[src/sv/pta_pkg.sv]
// shared types, constants and arithmetic helpers for the pan/tilt point transform
package pta_pkg;

  localparam int RW = 20;
  localparam int IW = 10;
  localparam int CW = 16;
  localparam int INCW = 12;
  localparam int OW = 21;
  localparam int ANGW = 24;
  localparam int TW = 19;
  localparam int XW = 38;
  localparam int YCW = 39;
  localparam int PW = 60;
  localparam int CIW = 4;
  localparam int CORDIC_STEPS = 16;
  localparam int DEF_MAX_SAMPLES = 1024;

  localparam int PI_Q13 = 25736;
  localparam int HALF_PI_Q13 = 12868;
  localparam int TWO_PI_Q13 = 51472;
  localparam int CORDIC_X0 = 39797;

  localparam logic [CIW-1:0] REG_PAN = 4'd0;
  localparam logic [CIW-1:0] REG_TILT = 4'd1;
  localparam logic [CIW-1:0] REG_INC = 4'd2;
  localparam logic [CIW-1:0] REG_START = 4'd3;
  localparam logic [CIW-1:0] REG_TILT_ARM = 4'd4;
  localparam logic [CIW-1:0] REG_PAN_ARM = 4'd5;
  localparam logic [CIW-1:0] REG_BASE = 4'd6;
  localparam logic [CIW-1:0] REG_SHIFT = 4'd7;

  localparam logic signed [CW-1:0] RST_PAN = 16'sd0;
  localparam logic signed [CW-1:0] RST_TILT = 16'sd0;
  localparam logic [INCW-1:0] RST_INC = 12'd50;
  localparam logic signed [CW-1:0] RST_START = -16'sd17154;
  localparam logic [CW-1:0] RST_TILT_ARM = 16'd450;
  localparam logic [CW-1:0] RST_PAN_ARM = 16'd400;
  localparam logic [CW-1:0] RST_BASE = 16'd1140;
  localparam logic [CW-1:0] RST_SHIFT = 16'd285;

  localparam logic signed [PW-1:0] HALF16 = PW'(64'sd32768);
  localparam logic signed [PW-1:0] HALF32 = PW'(64'sd2147483648);

  typedef struct packed {
    logic signed [TW-1:0] z;
    logic                 neg;
  } angle_t;

  typedef struct packed {
    logic signed [TW-1:0] c;
    logic signed [TW-1:0] s;
  } trig_t;

  function automatic logic signed [TW-1:0] atan_q16(input int i);
    logic signed [TW-1:0] v;
    case (i)
      0: v = 19'sd51472;
      1: v = 19'sd30386;
      2: v = 19'sd16055;
      3: v = 19'sd8150;
      4: v = 19'sd4091;
      5: v = 19'sd2047;
      6: v = 19'sd1024;
      7: v = 19'sd512;
      8: v = 19'sd256;
      9: v = 19'sd128;
      10: v = 19'sd64;
      11: v = 19'sd32;
      12: v = 19'sd16;
      13: v = 19'sd8;
      14: v = 19'sd4;
      15: v = 19'sd2;
      default: v = '0;
    endcase
    return v;
  endfunction

  // brings an angle in (-2pi, 2pi) to [-pi/2, pi/2] at Q16 with a sign flip flag
  function automatic angle_t fold(input logic signed [ANGW-1:0] a_in);
    logic signed [ANGW-1:0] a;
    angle_t res;
    a = a_in;
    res.neg = 1'b0;
    if (a >= ANGW'(PI_Q13)) begin
      a = a - ANGW'(TWO_PI_Q13);
    end else if (a < -ANGW'(PI_Q13)) begin
      a = a + ANGW'(TWO_PI_Q13);
    end
    if (a > ANGW'(HALF_PI_Q13)) begin
      a = a - ANGW'(PI_Q13);
      res.neg = 1'b1;
    end else if (a < -ANGW'(HALF_PI_Q13)) begin
      a = a + ANGW'(PI_Q13);
      res.neg = 1'b1;
    end
    res.z = TW'(a <<< 3);
    return res;
  endfunction

  function automatic logic signed [PW-1:0] rnd16(input logic signed [PW-1:0] v);
    return (v + HALF16) >>> 16;
  endfunction

  // round the q32 sum to an integer, add the offset and clamp to the output range
  function automatic logic signed [OW-1:0] finish(input logic signed [PW-1:0] s,
                                                  input logic signed [CW+1:0] off);
    logic signed [PW-1:0] t;
    logic signed [PW-31:0] v;
    logic signed [OW-1:0] res;
    t = (s + HALF32) >>> 32;
    v = (PW-30)'(t) + (PW-30)'(off);
    if (v < -(PW-30)'(1048576)) begin
      res = -21'sd1048576;
    end else if (v > (PW-30)'(1048575)) begin
      res = 21'sd1048575;
    end else begin
      res = OW'(v);
    end
    return res;
  endfunction

endpackage

[src/sv/pta_cordic.sv]
// pipelined rotation-mode cordic, one iteration per register stage
module pta_cordic (
  input  logic             clk,
  input  logic             en,
  input  pta_pkg::angle_t  ang,
  output pta_pkg::trig_t   trig
);
  import pta_pkg::*;

  logic signed [TW-1:0] xq [CORDIC_STEPS];
  logic signed [TW-1:0] yq [CORDIC_STEPS];
  logic signed [TW-1:0] zq [CORDIC_STEPS];
  logic                 nq [CORDIC_STEPS];

  for (genvar i = 0; i < CORDIC_STEPS; i++) begin : g_step
    logic signed [TW-1:0] xi, yi, zi;
    logic                 ni;
    if (i == 0) begin : g_first
      assign xi = TW'(CORDIC_X0);
      assign yi = '0;
      assign zi = ang.z;
      assign ni = ang.neg;
    end else begin : g_next
      assign xi = xq[i-1];
      assign yi = yq[i-1];
      assign zi = zq[i-1];
      assign ni = nq[i-1];
    end
    always_ff @(posedge clk) begin
      if (en) begin
        if (zi >= 0) begin
          xq[i] <= xi - (yi >>> i);
          yq[i] <= yi + (xi >>> i);
          zq[i] <= zi - atan_q16(i);
        end else begin
          xq[i] <= xi + (yi >>> i);
          yq[i] <= yi - (xi >>> i);
          zq[i] <= zi + atan_q16(i);
        end
        nq[i] <= ni;
      end
    end
  end

  assign trig.c = nq[CORDIC_STEPS-1] ? -xq[CORDIC_STEPS-1] : xq[CORDIC_STEPS-1];
  assign trig.s = nq[CORDIC_STEPS-1] ? -yq[CORDIC_STEPS-1] : yq[CORDIC_STEPS-1];

endmodule

[config.mk]
export PLATFORM = sky130hd
export DESIGN_NAME = pta_cordic
export DESIGN_NICKNAME = d
export VERILOG_FILES = /design/src/sv/pta_pkg.sv /design/src/sv/pta_cordic.sv
export SDC_FILE = /design/constraint.sdc
export NUM_CORES = 2
export LEC_CHECK = 0
export ABC_AREA = 1
export BUFFER_PORTS_ARGS = -buffer_cell sky130_fd_sc_hd__buf_2
export CORE_AREA = 2 2 333 335
export CTS_CLUSTER_DIAMETER = 200
export CTS_CLUSTER_SIZE = 28
export DETAILED_ROUTE_END_ITERATION = 6
export DIE_AREA = 0 0 335 337
export PLACE_DENSITY = 0.81
export SYNTH_ARGS = -nofsm -noshare
export SYNTH_HDL_FRONTEND = slang
export SYNTH_SLANG_ARGS = --single-unit
[constraint.sdc]
create_clock -name clk -period 4.1 [get_ports clk]
set_input_delay 0.615 -clock clk [delete_from_list [all_inputs] [get_ports clk]]
set_output_delay 0.615 -clock clk [all_outputs]
set_load 0.05 [all_outputs]
==> flow_results.org <==
** Run status
- The run finished, with violations left.
- Violations in the final reports :: design-rule violations

** Yosys
- After synthesis the netlist holds a flip-flop and latch count of just over 800.
- Synthesized-area fraction occupied by xor and xnor cells :: 0.105
- nand2_1 is the most common cell in the netlist.
- Number of enable flip-flop cells after synthesis :: between 800 and 900
- After synthesis, the largest family of logic cells by area is simple AND/OR/NAND/NOR gates.
- Primary FF master, synth :: edfxtp_1
- Of the total synthesized cell area, the portion taken by AND, OR, NAND and NOR gates is 0.218.
- Synthesis produced a netlist whose cell count is around 8800.
- Area fraction in compound gates after synthesis :: 0.115
- By area the synthesized netlist is led by edfxtp_1 35%, ha_1 14%, nand2_1 10%, xor2_1 8.2%, inv_1 5.4%.
- Share of synthesized area occupied by flip-flops and latches :: 0.353
- Proportion of netlist area held by the largest area contributor :: 0.353
- edfxtp_1 takes more of the synthesized area than any other cell.
- Of all flip-flops after synthesis, the portion carrying an async set or reset was 0.
- Yosys printed 0 warnings.
- Total standard cell area after synthesis :: ~71000 µm²
- Fraction of synthesized area in multiplexers :: 0
- Cell types with the highest counts after synthesis :: 1907 x nand2_1, 1016 x inv_1, 840 x nor2_1
- Of the total synthesized cell area, the portion taken by full adders, half adders and majority gates is 0.149.
- Mapped Avg Cell Area :: between 8 and 9 µm²
- In this run, distinct cell masters in the synthesized netlist total 53.

** Floorplanning
- The initial utilization of the core area, before any placement, comes to 0.644.
- Core area :: 110000 µm²
- Floorplan die area :: roughly 110000 µm²
- From bottom edge to top edge, the die measures around 340 µm.
- DIE WIDTH :: 335 µm
- Pin placement for this block handled 60 I/O pins.
- Std-Cell Rows :: about 120

** Global route
- Global-route wire length before repair :: 291 mm
- For this run, the total global-route usage over all layers was measured as 0.318.
- The number of antenna violations at the first check in global routing is 1.
- The number of global-route vias before repair was roughly 57000.
- Pin count of the biggest net entering global routing :: between 100 and 150
- Global routing finished with a remaining overflow of 0.

** Clock network
- Quantity of hold-fixing buffers added after cts :: 0
- Clock latency on the worst-skew pair :: 660 ps
- TritonCTS built the clock tree.
- In this run the deepest clock path goes through 3 buffers.
- H-Tree Level Count :: 2
- Clock slew seen by the registers of the worst setup and hold paths :: 120 ps
- Number of buffers added for setup after CTS :: 0
- Post_cts resized :: 0
- Number of clock sinks :: 830
- CTS placed an instance of clkbuf_16 at the clock tree root.
- TritonCTS created 35 clock buffers.

** STA
- Slew at the pin closest to its max-slew limit :: between 900 and 1000 ps
- Setup violations remaining at the end of the flow were counted as 0.
- Between clock sinks in the finished design, the worst skew comes to between 15 and 20 ps.
- Final hold violations :: 0
- Setup repair after global routing left no endpoint under its margin.
- Final slew viol count :: 0
- The worst pin sits at a relative slew slack of 0.350.
- Timing would allow up to approximately 270 MHz.
- Period Utilization, post-route :: 0.888
- Final hold analysis gives a worst-case slack of approximately 140 ps.
- Summed over all failing endpoints, the final setup total negative slack is 0 ps.
- Time the worst path needs with I/O delays and setup :: approximately 3600 ps

** Place
- Once detailed placement completed, the half-perimeter wirelength came to between 100 and 150 mm.
- At the end of routability-driven placement, the weighted congestion stood at 1.01.
- Count of placed standard cells including taps :: 10200
- Number of buffers added on ports :: 59

** Layout
- Of the cells placed in the final design, the portion with a size suffix greater than 1 is 0.0249.
- Fill cell count :: 9368
- The net count of the finished layout is about 9700.
- Final cell utilization of the core :: 0.672
- Syn-to-layout area delta :: 4.35%
- Excluding fillers, the count of instances in the completed layout stands at approximately 10000.

** Route
- Initial DRT Pass Iterations :: 7
- After detailed routing, the number of vias per cell comes to between 5 and 6.
- The first routing iteration left around 4700 violations.
- The count of nets left with antenna violations once routing finished came out at 0.
- Final wirelength :: around 180 mm
- For this block, the via count after detailed routing is 60000.
- Dividing the detail-routed wire length by the instance count gives about 18 µm.
- Drt drc :: 3

** Flow run
- The tool flagged a number of max-cap violations equal to 0.

** Worst setup path
- For the worst setup path, the data required time is approximately 4500 ps.
- Critical setup path kind :: flop to flop
- STA classifies the critical path startpoint as a flop.
- Highest fanout seen on the critical path :: 4
- Crit end category :: flop
- For the worst setup path, the data arrival time is slightly above 4000 ps.

** Worst hold path
- The min-delay analysis places its worst path in the category primary input to flop.
## path summary, 6_finish.rpt
path	from	end	slack (ps)	cells past startpoint
hold / removal	ang[0]	nq[0][0]	140	1
setup / recovery	xq[0][82]	yq[0][110]	460	16
setup reg to reg	xq[0][82]	yq[0][110]	460	16
hold reg to reg	nq[1][6]	nq[1][7]	420	0
## metal layers
| metal | up-vias | track usage | wire, µm |
|---|---|---|---|
| li1 | 29900 | - | - |
| met5 | - | 0 | 0 |
| met2 | 1937 | 0.545 | 85000 |
| met4 | 0 | 0.110 | 6730 |
| met1 | 27900 | 0.421 | 78500 |
| met3 | 352 | 0.0335 | 11400 |
## area by class of cell
cell class	instances	area (µm²)	share of cell area
Multi-Input combinational cell	6831	41500	0.563
Sequential cell	830	24900	0.338
Inverter	1040	3910	0.0530
Tap cell	1426	1780	0.0242
Clock buffer	35	876	0.0119
Timing Repair Buffer	104	681	0.00924
Clock inverter	4	37.5	0.000509
Antenna cell	1	2.50	0.0000340
## registers in the layout (all words and copies together) (netlist names)
name,cells
nq,16
xq,282
yq,283
zq,249
## metrics by stage
stage	instance area [µm²]	worst slack, ps
6_report	73700	458
5_1_grt	73700	114
4_1_cts	73700	563
3_5_place_dp	72800	349
3_3_place_gp	72800	401
2_1_floorplan	70600	959
## critical path: stages (launching register included)
cell,delay [ps]
edfxtp_1,480
inv_1,180
ha_1,190
nand3_1,190
nor3_1,410
nand3_1,160
nand2_1,110
xor2_1,170
inv_1,80
ha_1,360
a21oi_1,290
a21boi_0,280
o21ai_0,120
a21oi_1,210
nand2_1,70
nand2_1,60
nand2_1,50
## logic make-up after synthesis
group / count (synthesis)
xor gates and xnor gates: 844
buffers and inverters: 1101
other: 2
DFF: 830
adders and majority gates: 815
and+or+nand+nor: 3705
AOI/OAI and AO/OA: 1464
## placed cells by master, fill, tap and decap left out, types with 5 or more instances in the layout
cell and instances:
inv_2 21, nor2_1 840, and2_1 20, inv_1 1016, nand2_1 1907, or2_2 8
o211ai_1 18, a21boi_2 5, fa_1 44, o21a_1 26, buf_4 42, nand3_1 589
nand4_1 104, a31oi_1 71, a21o_1 79, o31ai_1 27, o21ai_1 20, o21bai_1 72
nor3_1 181, clkbuf_16 35, nand3b_1 13, xor2_1 661, nor4_1 11, a21oi_1 699
nand2_4 9, edfxtp_1 830, ha_1 771, a21boi_0 9, buf_2 58, xnor2_1 181
o21ai_2 9, o21ai_0 417, nand2_2 15
Power is left out: the tool's default activity adds up to more than one toggle a clock period on the data nets, which glitch-free logic cannot reach.
